### src/sv/bach_pkg.sv
// shared constants, types and the arctangent table for the box average block
// no dependencies
package bach_pkg;

  localparam int MAX_BOX_PIXELS = 4096;
  localparam int CNT_W          = $clog2(MAX_BOX_PIXELS + 1);

  localparam int HUE_W   = 15;
  localparam int FRAC_W  = 16;
  localparam int TRIG_SUM_W = 29;
  localparam int CH_SUM_W   = 28;

  // cordic datapath
  localparam int CORDIC_N = 16;
  localparam int ITER_W   = $clog2(CORDIC_N);
  localparam int XY_W     = 40;
  localparam int Z_W      = 28;

  localparam logic signed [XY_W-1:0] CORDIC_X0 = XY_W'(326016436);
  // angles in units of 2^-16 degree
  localparam logic signed [Z_W-1:0] QUARTER_TURN = Z_W'(90 * 65536);
  localparam logic signed [Z_W-1:0] HALF_TURN    = Z_W'(180 * 65536);
  localparam logic signed [Z_W-1:0] FULL_TURN    = Z_W'(360 * 65536);
  localparam logic [HUE_W-1:0]      HUE_STEPS    = HUE_W'(23040);

  typedef enum logic {
    MODE_ROTATE = 1'b0,
    MODE_VECTOR = 1'b1
  } cordic_mode_t;

  typedef struct packed {
    cordic_mode_t            mode;
    logic signed [XY_W-1:0]  x;
    logic signed [XY_W-1:0]  y;
    logic signed [Z_W-1:0]   z;
  } cordic_cmd_t;

  function automatic logic signed [Z_W-1:0] arc_angle(input logic [ITER_W-1:0] i);
    logic signed [Z_W-1:0] a;
    case (i)
      4'd0:    a = Z_W'(2949120);
      4'd1:    a = Z_W'(1740967);
      4'd2:    a = Z_W'(919879);
      4'd3:    a = Z_W'(466945);
      4'd4:    a = Z_W'(234379);
      4'd5:    a = Z_W'(117304);
      4'd6:    a = Z_W'(58666);
      4'd7:    a = Z_W'(29335);
      4'd8:    a = Z_W'(14668);
      4'd9:    a = Z_W'(7334);
      4'd10:   a = Z_W'(3667);
      4'd11:   a = Z_W'(1833);
      4'd12:   a = Z_W'(917);
      4'd13:   a = Z_W'(458);
      4'd14:   a = Z_W'(229);
      default: a = Z_W'(115);
    endcase
    return a;
  endfunction

endpackage

### src/sv/bach_pix_if.sv
// input pixel channel: valid/ready handshake with hsl payload
// depends on bach_pkg
interface bach_pix_if import bach_pkg::*; ();
  logic              valid;
  logic              ready;
  logic [HUE_W-1:0]  hue_in;
  logic [FRAC_W-1:0] sat_in;
  logic [FRAC_W-1:0] lum_in;
  logic              last_in_box;

  modport source (output valid, hue_in, sat_in, lum_in, last_in_box, input ready);
  modport sink   (input valid, hue_in, sat_in, lum_in, last_in_box, output ready);
endinterface

### src/sv/bach_res_if.sv
// result channel: valid/ready handshake with averaged pixel payload
// depends on bach_pkg
interface bach_res_if import bach_pkg::*; ();
  logic              valid;
  logic              ready;
  logic [HUE_W-1:0]  hue_out;
  logic [FRAC_W-1:0] sat_out;
  logic [FRAC_W-1:0] lum_out;
  logic              overflow;

  modport source (output valid, hue_out, sat_out, lum_out, overflow, input ready);
  modport sink   (input valid, hue_out, sat_out, lum_out, overflow, output ready);
endinterface

### src/sv/box_average_circular_hue.sv
// box average of hsl pixels with circular mean hue
// channels: pix_in (sink) takes one pixel per beat, res_out (source) gives one
// averaged pixel per box, after the beat with last_in_box set.
// from beat to next beat a pixel under the box limit occupies the block for
// 16 cordic rotation steps on the shared cordic, the done cycle, accumulate
// and the return to idle. a pixel past the box limit skips the rotation and
// only marks overflow.
// the last pixel of a box further runs 16 cordic vectoring steps for atan2
// (skipped when both trig sums are zero), a wrap step, and two passes of the
// shared bit-serial divider for the saturation and lightness means; the next
// beat can be taken in the same cycle that its result becomes valid.
// pix_in.ready is high only while the block is idle and out of reset; the
// result sits in an output register until res_out.ready takes it. pixels go
// on being taken meanwhile, and only the next box result waits until the
// register is free, so a stalled receiver stalls the input side at that point.
// reset (rst, synchronous) clears all running sums, the pixel count, the
// overflow mark and the output valid flag and returns the sequencer to idle.
module box_average_circular_hue import bach_pkg::*; (
  input  logic      clk,
  input  logic      rst,
  bach_pix_if.sink  pix_in,
  bach_res_if.source res_out
);

  typedef enum logic [7:0] {
    S_IDLE = 8'b0000_0001,
    S_ROT  = 8'b0000_0010,
    S_ACC  = 8'b0000_0100,
    S_VEC  = 8'b0000_1000,
    S_WRAP = 8'b0001_0000,
    S_DIVS = 8'b0010_0000,
    S_DIVL = 8'b0100_0000,
    S_OUT  = 8'b1000_0000
  } state_t;

  state_t state;

  logic signed [TRIG_SUM_W-1:0] sine_sum, cosine_sum;
  logic [CH_SUM_W-1:0] sat_sum, lum_sum;
  logic [CNT_W-1:0]    pixel_count;
  logic                overflow_seen;

  logic [FRAC_W-1:0] sat_px, lum_px;
  logic              last_px, add_px;
  logic [HUE_W-1:0]  hue_fix;

  logic              cor_start, cor_done;
  cordic_cmd_t       cor_cmd, rot_cmd, vec_cmd;
  logic signed [XY_W-1:0] cor_x, cor_y;
  logic signed [Z_W-1:0]  cor_z;

  logic              div_start, div_done;
  logic [CH_SUM_W-1:0] div_dividend, div_q;

  logic signed [Z_W-1:0] z_hue, z_wrap;
  logic [HUE_W:0]        hue_round;
  logic                  accept;
  logic                  has_room;
  logic                  zero_vec;

  logic [HUE_W-1:0]  hue_res;
  logic [FRAC_W-1:0] sat_res, lum_res;

  logic              out_valid;
  logic              out_load;
  logic [HUE_W-1:0]  out_hue;
  logic [FRAC_W-1:0] out_sat, out_lum;
  logic              out_overflow;

  function automatic logic signed [FRAC_W-1:0] to_q15(input logic signed [XY_W-1:0] v);
    logic signed [XY_W-1:0] r;
    r = (v + XY_W'(8192)) >>> 14;
    if (r > XY_W'(32767))       return FRAC_W'(32767);
    else if (r < -XY_W'(32768)) return FRAC_W'(-32768);
    else                        return r[FRAC_W-1:0];
  endfunction

  function automatic logic [FRAC_W-1:0] clamp_mean(input logic [CH_SUM_W-1:0] q);
    if (q > CH_SUM_W'(65535)) return FRAC_W'(65535);
    else                      return q[FRAC_W-1:0];
  endfunction

  assign accept   = pix_in.valid && pix_in.ready;
  assign has_room = pixel_count < CNT_W'(MAX_BOX_PIXELS);
  assign zero_vec = (sine_sum == '0) && (cosine_sum == '0);
  assign hue_fix  = (pix_in.hue_in >= HUE_STEPS) ? pix_in.hue_in - HUE_STEPS
                                                 : pix_in.hue_in;

  // rotation start: hue to angle, folded into -90..90 with a sign flip of x
  always_comb begin
    z_hue = Z_W'({hue_fix, 10'b0});
    if (z_hue > HALF_TURN) z_hue = z_hue - FULL_TURN;
    rot_cmd.mode = MODE_ROTATE;
    rot_cmd.x    = CORDIC_X0;
    rot_cmd.y    = '0;
    rot_cmd.z    = z_hue;
    if (z_hue > QUARTER_TURN) begin
      rot_cmd.x = -CORDIC_X0;
      rot_cmd.z = z_hue - HALF_TURN;
    end else if (z_hue < -QUARTER_TURN) begin
      rot_cmd.x = -CORDIC_X0;
      rot_cmd.z = z_hue + HALF_TURN;
    end
  end

  // vectoring start: sums scaled by 256, half-turn pre-rotation for negative x
  always_comb begin
    vec_cmd.mode = MODE_VECTOR;
    vec_cmd.x    = XY_W'(cosine_sum) <<< 8;
    vec_cmd.y    = XY_W'(sine_sum) <<< 8;
    vec_cmd.z    = '0;
    if (cosine_sum < 0) begin
      vec_cmd.z = (sine_sum >= 0) ? HALF_TURN : -HALF_TURN;
      vec_cmd.x = -(XY_W'(cosine_sum) <<< 8);
      vec_cmd.y = -(XY_W'(sine_sum) <<< 8);
    end
  end

  assign cor_cmd = (state == S_IDLE) ? rot_cmd : vec_cmd;

  always_comb begin
    z_wrap = cor_z;
    if (cor_z < 0)              z_wrap = cor_z + FULL_TURN;
    else if (cor_z >= FULL_TURN) z_wrap = cor_z - FULL_TURN;
    hue_round = (HUE_W + 1)'((z_wrap + Z_W'(512)) >>> 10);
  end

  assign div_dividend = (state == S_WRAP) ? sat_sum + CH_SUM_W'(pixel_count >> 1)
                                          : lum_sum + CH_SUM_W'(pixel_count >> 1);

  always_comb begin
    cor_start = 1'b0;
    div_start = 1'b0;
    unique case (state)
      S_IDLE:  cor_start = accept && has_room;
      // vectoring only once the last pixel is in the sums
      S_ACC:   cor_start = !add_px && last_px && !zero_vec;
      S_WRAP:  div_start = 1'b1;
      S_DIVS:  div_start = div_done;
      default: ;
    endcase
  end

  bach_cordic u_cordic (
    .clk   (clk),
    .rst   (rst),
    .start (cor_start),
    .cmd   (cor_cmd),
    .done  (cor_done),
    .x     (cor_x),
    .y     (cor_y),
    .z     (cor_z)
  );

  bach_divider u_divider (
    .clk      (clk),
    .rst      (rst),
    .start    (div_start),
    .dividend (div_dividend),
    .divisor  (pixel_count),
    .done     (div_done),
    .quotient (div_q)
  );

  assign out_load = (state == S_OUT) && (!out_valid || res_out.ready);

  assign pix_in.ready     = (state == S_IDLE) && !rst;
  assign res_out.valid    = out_valid;
  assign res_out.hue_out  = out_hue;
  assign res_out.sat_out  = out_sat;
  assign res_out.lum_out  = out_lum;
  assign res_out.overflow = out_overflow;

  always_ff @(posedge clk) begin
    if (rst) begin
      state         <= S_IDLE;
      sine_sum      <= '0;
      cosine_sum    <= '0;
      sat_sum       <= '0;
      lum_sum       <= '0;
      pixel_count   <= '0;
      overflow_seen <= 1'b0;
      add_px        <= 1'b0;
      last_px       <= 1'b0;
    end else begin
      unique case (state)
        S_IDLE: begin
          if (accept) begin
            add_px  <= has_room;
            last_px <= pix_in.last_in_box;
            if (!has_room) overflow_seen <= 1'b1;
            state <= has_room ? S_ROT : S_ACC;
          end
        end
        S_ROT: begin
          if (cor_done) state <= S_ACC;
        end
        S_ACC: begin
          if (add_px) begin
            sine_sum    <= sine_sum + TRIG_SUM_W'(to_q15(cor_y));
            cosine_sum  <= cosine_sum + TRIG_SUM_W'(to_q15(cor_x));
            sat_sum     <= sat_sum + CH_SUM_W'(sat_px);
            lum_sum     <= lum_sum + CH_SUM_W'(lum_px);
            pixel_count <= pixel_count + 1'b1;
            add_px      <= 1'b0;
          end else if (!last_px) begin
            state <= S_IDLE;
          end else if (zero_vec) begin
            state <= S_WRAP;
          end else begin
            state <= S_VEC;
          end
        end
        S_VEC: begin
          if (cor_done) state <= S_WRAP;
        end
        S_WRAP: state <= S_DIVS;
        S_DIVS: begin
          if (div_done) state <= S_DIVL;
        end
        S_DIVL: begin
          if (div_done) begin
            state         <= S_OUT;
            sine_sum      <= '0;
            cosine_sum    <= '0;
            sat_sum       <= '0;
            lum_sum       <= '0;
            pixel_count   <= '0;
          end
        end
        S_OUT: begin
          // wait here while the output register still holds the previous box
          if (out_load) begin
            state         <= S_IDLE;
            overflow_seen <= 1'b0;
          end
        end
        default: state <= S_IDLE;
      endcase
    end
  end

  always_ff @(posedge clk) begin
    if (rst) begin
      out_valid <= 1'b0;
    end else if (out_load) begin
      out_valid <= 1'b1;
    end else if (res_out.ready) begin
      out_valid <= 1'b0;
    end
  end

  // payload registers
  always_ff @(posedge clk) begin
    if (accept) begin
      sat_px <= pix_in.sat_in;
      lum_px <= pix_in.lum_in;
    end
    if (state == S_WRAP) begin
      if (zero_vec)                                hue_res <= '0;
      else if (hue_round >= (HUE_W + 1)'(HUE_STEPS)) hue_res <= '0;
      else                                         hue_res <= hue_round[HUE_W-1:0];
    end
    if (state == S_DIVS && div_done) begin
      sat_res <= (pixel_count == '0) ? '0 : clamp_mean(div_q);
    end
    if (state == S_DIVL && div_done) begin
      lum_res <= (pixel_count == '0) ? '0 : clamp_mean(div_q);
    end
    if (out_load) begin
      out_hue      <= hue_res;
      out_sat      <= sat_res;
      out_lum      <= lum_res;
      out_overflow <= overflow_seen;
    end
  end

endmodule

### src/sv/bach_cordic.sv
// iterative cordic, one micro-rotation per cycle, rotation or vectoring mode
// depends on bach_pkg
module bach_cordic import bach_pkg::*; (
  input  logic                   clk,
  input  logic                   rst,
  input  logic                   start,
  input  cordic_cmd_t            cmd,
  output logic                   done,
  output logic signed [XY_W-1:0] x,
  output logic signed [XY_W-1:0] y,
  output logic signed [Z_W-1:0]  z
);

  cordic_mode_t      mode;
  logic [ITER_W-1:0] iter;
  logic              run;
  logic signed [XY_W-1:0] dx, dy;
  logic              plus;

  assign dx   = y >>> iter;
  assign dy   = x >>> iter;
  assign plus = (mode == MODE_ROTATE) ? (z >= 0) : (y < 0);

  always_ff @(posedge clk) begin
    if (rst) begin
      run  <= 1'b0;
      done <= 1'b0;
      iter <= '0;
    end else begin
      done <= 1'b0;
      if (start) begin
        run  <= 1'b1;
        iter <= '0;
      end else if (run) begin
        iter <= iter + 1'b1;
        if (iter == ITER_W'(CORDIC_N - 1)) begin
          run  <= 1'b0;
          done <= 1'b1;
        end
      end
    end
  end

  always_ff @(posedge clk) begin
    if (start) begin
      mode <= cmd.mode;
      x    <= cmd.x;
      y    <= cmd.y;
      z    <= cmd.z;
    end else if (run) begin
      if (plus) begin
        x <= x - dx;
        y <= y + dy;
        z <= z - arc_angle(iter);
      end else begin
        x <= x + dx;
        y <= y - dy;
        z <= z + arc_angle(iter);
      end
    end
  end

endmodule

### src/sv/bach_divider.sv
// restoring divider, one quotient bit per cycle
// depends on bach_pkg
module bach_divider import bach_pkg::*; (
  input  logic                clk,
  input  logic                rst,
  input  logic                start,
  input  logic [CH_SUM_W-1:0] dividend,
  input  logic [CNT_W-1:0]    divisor,
  output logic                done,
  output logic [CH_SUM_W-1:0] quotient
);

  localparam int STEP_W = $clog2(CH_SUM_W + 1);

  logic [CNT_W-1:0]  rem;
  logic [CNT_W-1:0]  dvs;
  logic [STEP_W-1:0] left;
  logic              run;
  logic [CNT_W:0]    shifted;
  logic [CNT_W:0]    trial;

  assign shifted = {rem, quotient[CH_SUM_W-1]};
  assign trial   = shifted - {1'b0, dvs};

  always_ff @(posedge clk) begin
    if (rst) begin
      run  <= 1'b0;
      done <= 1'b0;
      left <= '0;
    end else begin
      done <= 1'b0;
      if (start) begin
        run  <= 1'b1;
        left <= STEP_W'(CH_SUM_W);
      end else if (run) begin
        left <= left - 1'b1;
        if (left == STEP_W'(1)) begin
          run  <= 1'b0;
          done <= 1'b1;
        end
      end
    end
  end

  always_ff @(posedge clk) begin
    if (start) begin
      rem      <= '0;
      dvs      <= divisor;
      quotient <= dividend;
    end else if (run) begin
      if (!trial[CNT_W]) begin
        rem      <= trial[CNT_W-1:0];
        quotient <= {quotient[CH_SUM_W-2:0], 1'b1};
      end else begin
        rem      <= shifted[CNT_W-1:0];
        quotient <= {quotient[CH_SUM_W-2:0], 1'b0};
      end
    end
  end

endmodule

### src/flat_wrapper.sv
// flat-port wrapper written by rule: the top's interface ports become plain ports
module box_average_circular_hue_flat import bach_pkg::*;
  (clk, rst, pix_in_valid, pix_in_hue_in, pix_in_sat_in, pix_in_lum_in, pix_in_last_in_box, pix_in_ready, res_out_valid, res_out_hue_out, res_out_sat_out, res_out_lum_out, res_out_overflow, res_out_ready);
  bach_pix_if pix_in_i ();
  bach_res_if res_out_i ();
  input  logic clk;
  input  logic rst;
  input wire logic [$bits(pix_in_i.valid)-1:0] pix_in_valid;
  input wire logic [$bits(pix_in_i.hue_in)-1:0] pix_in_hue_in;
  input wire logic [$bits(pix_in_i.sat_in)-1:0] pix_in_sat_in;
  input wire logic [$bits(pix_in_i.lum_in)-1:0] pix_in_lum_in;
  input wire logic [$bits(pix_in_i.last_in_box)-1:0] pix_in_last_in_box;
  output wire logic [$bits(pix_in_i.ready)-1:0] pix_in_ready;
  output wire logic [$bits(res_out_i.valid)-1:0] res_out_valid;
  output wire logic [$bits(res_out_i.hue_out)-1:0] res_out_hue_out;
  output wire logic [$bits(res_out_i.sat_out)-1:0] res_out_sat_out;
  output wire logic [$bits(res_out_i.lum_out)-1:0] res_out_lum_out;
  output wire logic [$bits(res_out_i.overflow)-1:0] res_out_overflow;
  input wire logic [$bits(res_out_i.ready)-1:0] res_out_ready;
  assign pix_in_i.valid = pix_in_valid;
  assign pix_in_i.hue_in = pix_in_hue_in;
  assign pix_in_i.sat_in = pix_in_sat_in;
  assign pix_in_i.lum_in = pix_in_lum_in;
  assign pix_in_i.last_in_box = pix_in_last_in_box;
  assign pix_in_ready = pix_in_i.ready;
  assign res_out_valid = res_out_i.valid;
  assign res_out_hue_out = res_out_i.hue_out;
  assign res_out_sat_out = res_out_i.sat_out;
  assign res_out_lum_out = res_out_i.lum_out;
  assign res_out_overflow = res_out_i.overflow;
  assign res_out_i.ready = res_out_ready;
  box_average_circular_hue u_core (.clk(clk), .rst(rst), .pix_in(pix_in_i), .res_out(res_out_i));
endmodule
### config.mk
export PLATFORM = sky130hd
export DESIGN_NAME = box_average_circular_hue_flat
export DESIGN_NICKNAME = d
export VERILOG_FILES = /design/src/sv/bach_pkg.sv /design/src/sv/bach_pix_if.sv /design/src/sv/bach_res_if.sv /design/src/sv/box_average_circular_hue.sv /design/src/sv/bach_cordic.sv /design/src/sv/bach_divider.sv /design/src/flat_wrapper.sv
export SDC_FILE = /design/constraint.sdc
export NUM_CORES = 2
export LEC_CHECK = 0
export ABC_CLOCK_PERIOD_IN_PS = 8600
export BUFFER_PORTS_ARGS = -buffer_cell sky130_fd_sc_hd__buf_4
export CAP_MARGIN = 30
export CORE_ASPECT_RATIO = 0.9
export CORE_UTILIZATION = 35
export CTS_BUF_LIST = sky130_fd_sc_hd__clkbuf_8 sky130_fd_sc_hd__clkbuf_16
export DETAILED_ROUTE_END_ITERATION = 10
export PLACE_DENSITY = 0.57
export SYNTH_ARGS = -nofsm -noshare
export SYNTH_HDL_FRONTEND = slang
export SYNTH_SLANG_ARGS = --single-unit
### constraint.sdc
create_clock -name clk -period 8.6 [get_ports clk]
set_clock_uncertainty 0.2 [all_clocks]
set_input_delay 0.43 -clock clk [delete_from_list [all_inputs] [get_ports clk]]
set_output_delay 0.43 -clock clk [all_outputs]
set_load 0.05 [all_outputs]
==> impl_metrics.env <==
export IMPL_finalPower_uw=15600
export IMPL_r2r_setup_slack_ns=1.56
export IMPL_start_kind="flip-flop"
export IMPL_grt_met3_usage=0.0347
export IMPL_r2r_start="u_core.u_cordic.iter[1]"
export IMPL_crit_chain="buf_4 -> mux4_2 -> mux2_2 -> o31ai_1 -> nand3_1 -> o21ai_0 -> xor2_1 -> ha_1 -> o21a_1 -> nor2_1 -> nor2_1 -> a31o_2 -> a221o_1 -> a221o_1 -> a311o_1 -> a21oi_1 -> a211oi_1 -> a211oi_1 -> xor2_1 -> o22ai_1"
export IMPL_layout_drive_gt1_share=0.100
export IMPL_io_buffers=101
export IMPL_dp_cells=5699
export IMPL_wirelength_um=114000
export IMPL_end_kind="flip-flop"
export IMPL_drtIter0Drc=2664
export IMPL_cts_sinks=464
export IMPL_antenna_left=0
export IMPL_synth_top_area_frac=0.220
export IMPL_globalRouteMet1Util=0.297
export IMPL_cts_buffer_depth=3
export IMPL_clockRootBuffer="clkbuf_16"
export IMPL_min_path_type="in2reg"
export IMPL_hold_viol_final=0
export IMPL_synth_seq_cells=464
export IMPL_async_reset_ff_frac=0
export IMPL_met2_usage=0.305
export IMPL_fin_ws_ns=1.56
export IMPL_fin_crit_sh=0.818
export IMPL_yosysUniqueCellTypes=104
export IMPL_path_max_fanout=54
export IMPL_postCtsSetupBuffers=0
export IMPL_vias_per_cell=5.58
export IMPL_die_w_um=349
export IMPL_layout_commonest_cell="nand2_1"
export IMPL_synth_nets=4621
export IMPL_holdPathStages=3
export IMPL_critPathSlowestCell="dfxtp_4"
export IMPL_pin_count=102
export IMPL_worst_pin_slew_ns=1.01
export IMPL_r2r_end="u_core.u_cordic.y[38]"
export IMPL_rsz0062_at_grt="no"
export IMPL_wl_per_cell_um=19.4
export IMPL_grt_pass1_wl_um=176000
export IMPL_cts_htree_levels=2
export IMPL_slew_violations=0
export IMPL_die_h_um=314
export IMPL_slew_headroom=0.323
export IMPL_crit_type="reg2reg"
export IMPL_dieArea_um2=110000
export IMPL_ir_drop_uv=199
export IMPL_finalSetupViolations=0
export IMPL_power_density_nw_per_um2=367
export IMPL_worstSkewPairLatency_ns=0.66
export IMPL_yosysTopAreaCell="edfxtp_1"
export IMPL_drtPass1Iterations=5
export IMPL_whs_endpoint="u_core.u_cordic.z[18]"
export IMPL_start_util=0.353
export IMPL_gp_congestion=0.898
export IMPL_cp_arrival_ns=7.20
export IMPL_syn_area_um2=37900
export IMPL_hpwl_um=84300
export IMPL_fp_row_count=114
export IMPL_vias=32600
export IMPL_period_needed_ns=7.04
export IMPL_cpPeakStageDelay_ns=0.85
export IMPL_post_place_ws_ns=1.65
export IMPL_antenna_found_initial=1
export IMPL_drv_cap=0
export IMPL_synth_cells=4329
export IMPL_yosysSeqAreaShare=0.318
export IMPL_coreArea_um2=107000
export IMPL_outcome="finished clean"
export IMPL_grt_total_usage=0.202
export IMPL_synthFlopType="edfxtp_1"
export IMPL_synthToLayoutAreaGrowth_pct=11.9
export IMPL_hold_start="pix_in_hue_in[8]"
export IMPL_clk_pin_slew_ns=0.06
export IMPL_drc=0
export IMPL_avgSynthCellArea_um2=8.75
export IMPL_r2r_cells=20
export IMPL_finalNetCount=4647
export IMPL_required_ns=8.76
export IMPL_cts_made_buffers=57
export IMPL_grt_overflow=0
export IMPL_synthTopCellsByArea="edfxtp_1 (22%), dfxtp_1 (9.9%), ha_1 (7.6%)"
export IMPL_yosys_warnings=0
export IMPL_grt_pass1_vias=30300
export IMPL_leakagePower_uw=0.0162
export IMPL_fmax_ghz=0.142
export IMPL_cts_tree="yes"
export IMPL_finalSetupTns_ns=0
export IMPL_busiest_layer="met2"
export IMPL_final_cell_mix="nand2_1 (449), nor2_1 (387), o21ai_0 (319), edfxtp_1 (277), a21oi_1 (276)"
export IMPL_layoutNonFillerInstCount=5853
export IMPL_grt_max_degree=87
export IMPL_synth_edff_count=277
-- logic make-up (layout without fill, tap and decap cells) --
kind of cell / Yosys count / after routing / synth area share
mux: 206 / 206 / 0.0812
buf+inv: 357 / 430 / 0.0397
flops: 464 / 464 / 0.318
simple gates: 1457 / 1457 / 0.183
compound gates: 1174 / 1174 / 0.197
fa+ha+maj: 240 / 240 / 0.0810
xor+xnor: 431 / 431 / 0.0998
other cells: 0 / 1 / 0
-- power by group --
part | switching [uW] | leakage (uW) | internal (uW)
logic | 5120 | 0.0111 | 4040
registers | 762 | 0.00410 | 3040
clock network | 1060 | 0.00101 | 1530
total | 6950 | 0.0162 | 8610
-- flip-flops by register name, summed over array words and instances (netlist names), 15 cells and up, named ones only --
name / count
u_core.sat_res: 16
u_core.hue_res: 15
u_core.u_divider.quotient: 28
u_core.sat_px: 16
u_core.u_cordic.z: 28
u_core.u_cordic.y: 40
u_core.cosine_sum: 29
u_core.res_out.lum_out: 16
u_core.lum_res: 16
u_core.sine_sum: 29
u_core.u_cordic.x: 40
u_core.lum_px: 16
u_core.lum_sum: 28
u_core.res_out.hue_out: 15
u_core.sat_sum: 28
u_core.res_out.sat_out: 16
-- final cells by class --
| type | count | area [um^2] |
|---|---|---|
| clock inverters | 45 | 508 |
| well taps | 1450 | 1810 |
| diodes | 1 | 2.50 |
| multi-input cells | 3508 | 24400 |
| flip-flops and latches | 464 | 12100 |
| clock buffers | 61 | 1490 |
| fillers | 10800 | 65000 |
| inverters | 129 | 484 |
| repair buffers | 195 | 1650 |
-- synth_stat cells (44+ instances only) --
cell type and n:
o21a_1 56, o21ai_0 319, o31ai_1 44, nand2_1 450
a22oi_1 48, dfxtp_1 187, clkbuf_1 165, xor2_1 187
a21o_1 100, ha_1 231, nand2b_1 46, mux2i_1 100
inv_1 126, nand3_1 135, a31oi_1 62, nand4_1 49
edfxtp_1 277, nor2_1 390, xnor2_1 243, a21oi_1 278
and2_1 47, nor3_1 98, mux4_2 78
-- critical path, delay by kind of cell, from the launching register on --
kind / cells / cell delay (ns)
flip-flops: 1 / 0.85
multiplexers: 2 / 0.89
adder cells (fa/ha/maj): 1 / 0.32
XOR/XNOR: 2 / 0.42
AO/OA/AOI/OAI: 11 / 3.14
buffers and inverters: 1 / 0.47
AND/OR/NAND/NOR: 3 / 0.38
-- stage by stage --
step                      utilization  instance area (um^2)  hold slack, ns
after CTS                       0.394                 42300         0.00880
after detailed placement        0.371                 39900           0.205
final                           0.395                 42400          0.0481
after global routing            0.395                 42400          0.0816
after global placement          0.371                 39800           0.201
after floorplan                     -                 37900           0.200
-- layer usage --
layer	share of wire	routed length, um	up-vias
met4	0.021	2430	0
met2	0.43	48700	950
met5	0	0	-
met1	0.48	55200	15600
met3	0.066	7500	142
li1	-	-	15900
-- how the worst max path moves through the flow --
stage	from	end	slack (ns)	depth (start not counted)
6_report	u_core.u_cordic.iter[1]	u_core.u_cordic.y[38]	1.56	20
5_1_grt	u_core.u_cordic.x[20]	u_core.cosine_sum[25]	1.03	25
4_1_cts	u_core.u_cordic.iter[1]	u_core.u_cordic.y[38]	1.58	20
3_5_place_dp	u_core.u_cordic.iter[1]	u_core.u_cordic.y[38]	1.65	20
3_3_place_gp	u_core.u_cordic.iter[1]	u_core.u_cordic.y[38]	1.76	20
2_1_floorplan	u_core.u_cordic.iter[3]	u_core.u_cordic.x[39]	1.99	32
-- what timing repair did --
action	4_1_cts	5_1_grt
endpoints found under the hold margin	44	0
resized for setup	0	0
hold buffers	45	0
(Power assumes the default switching activity.)
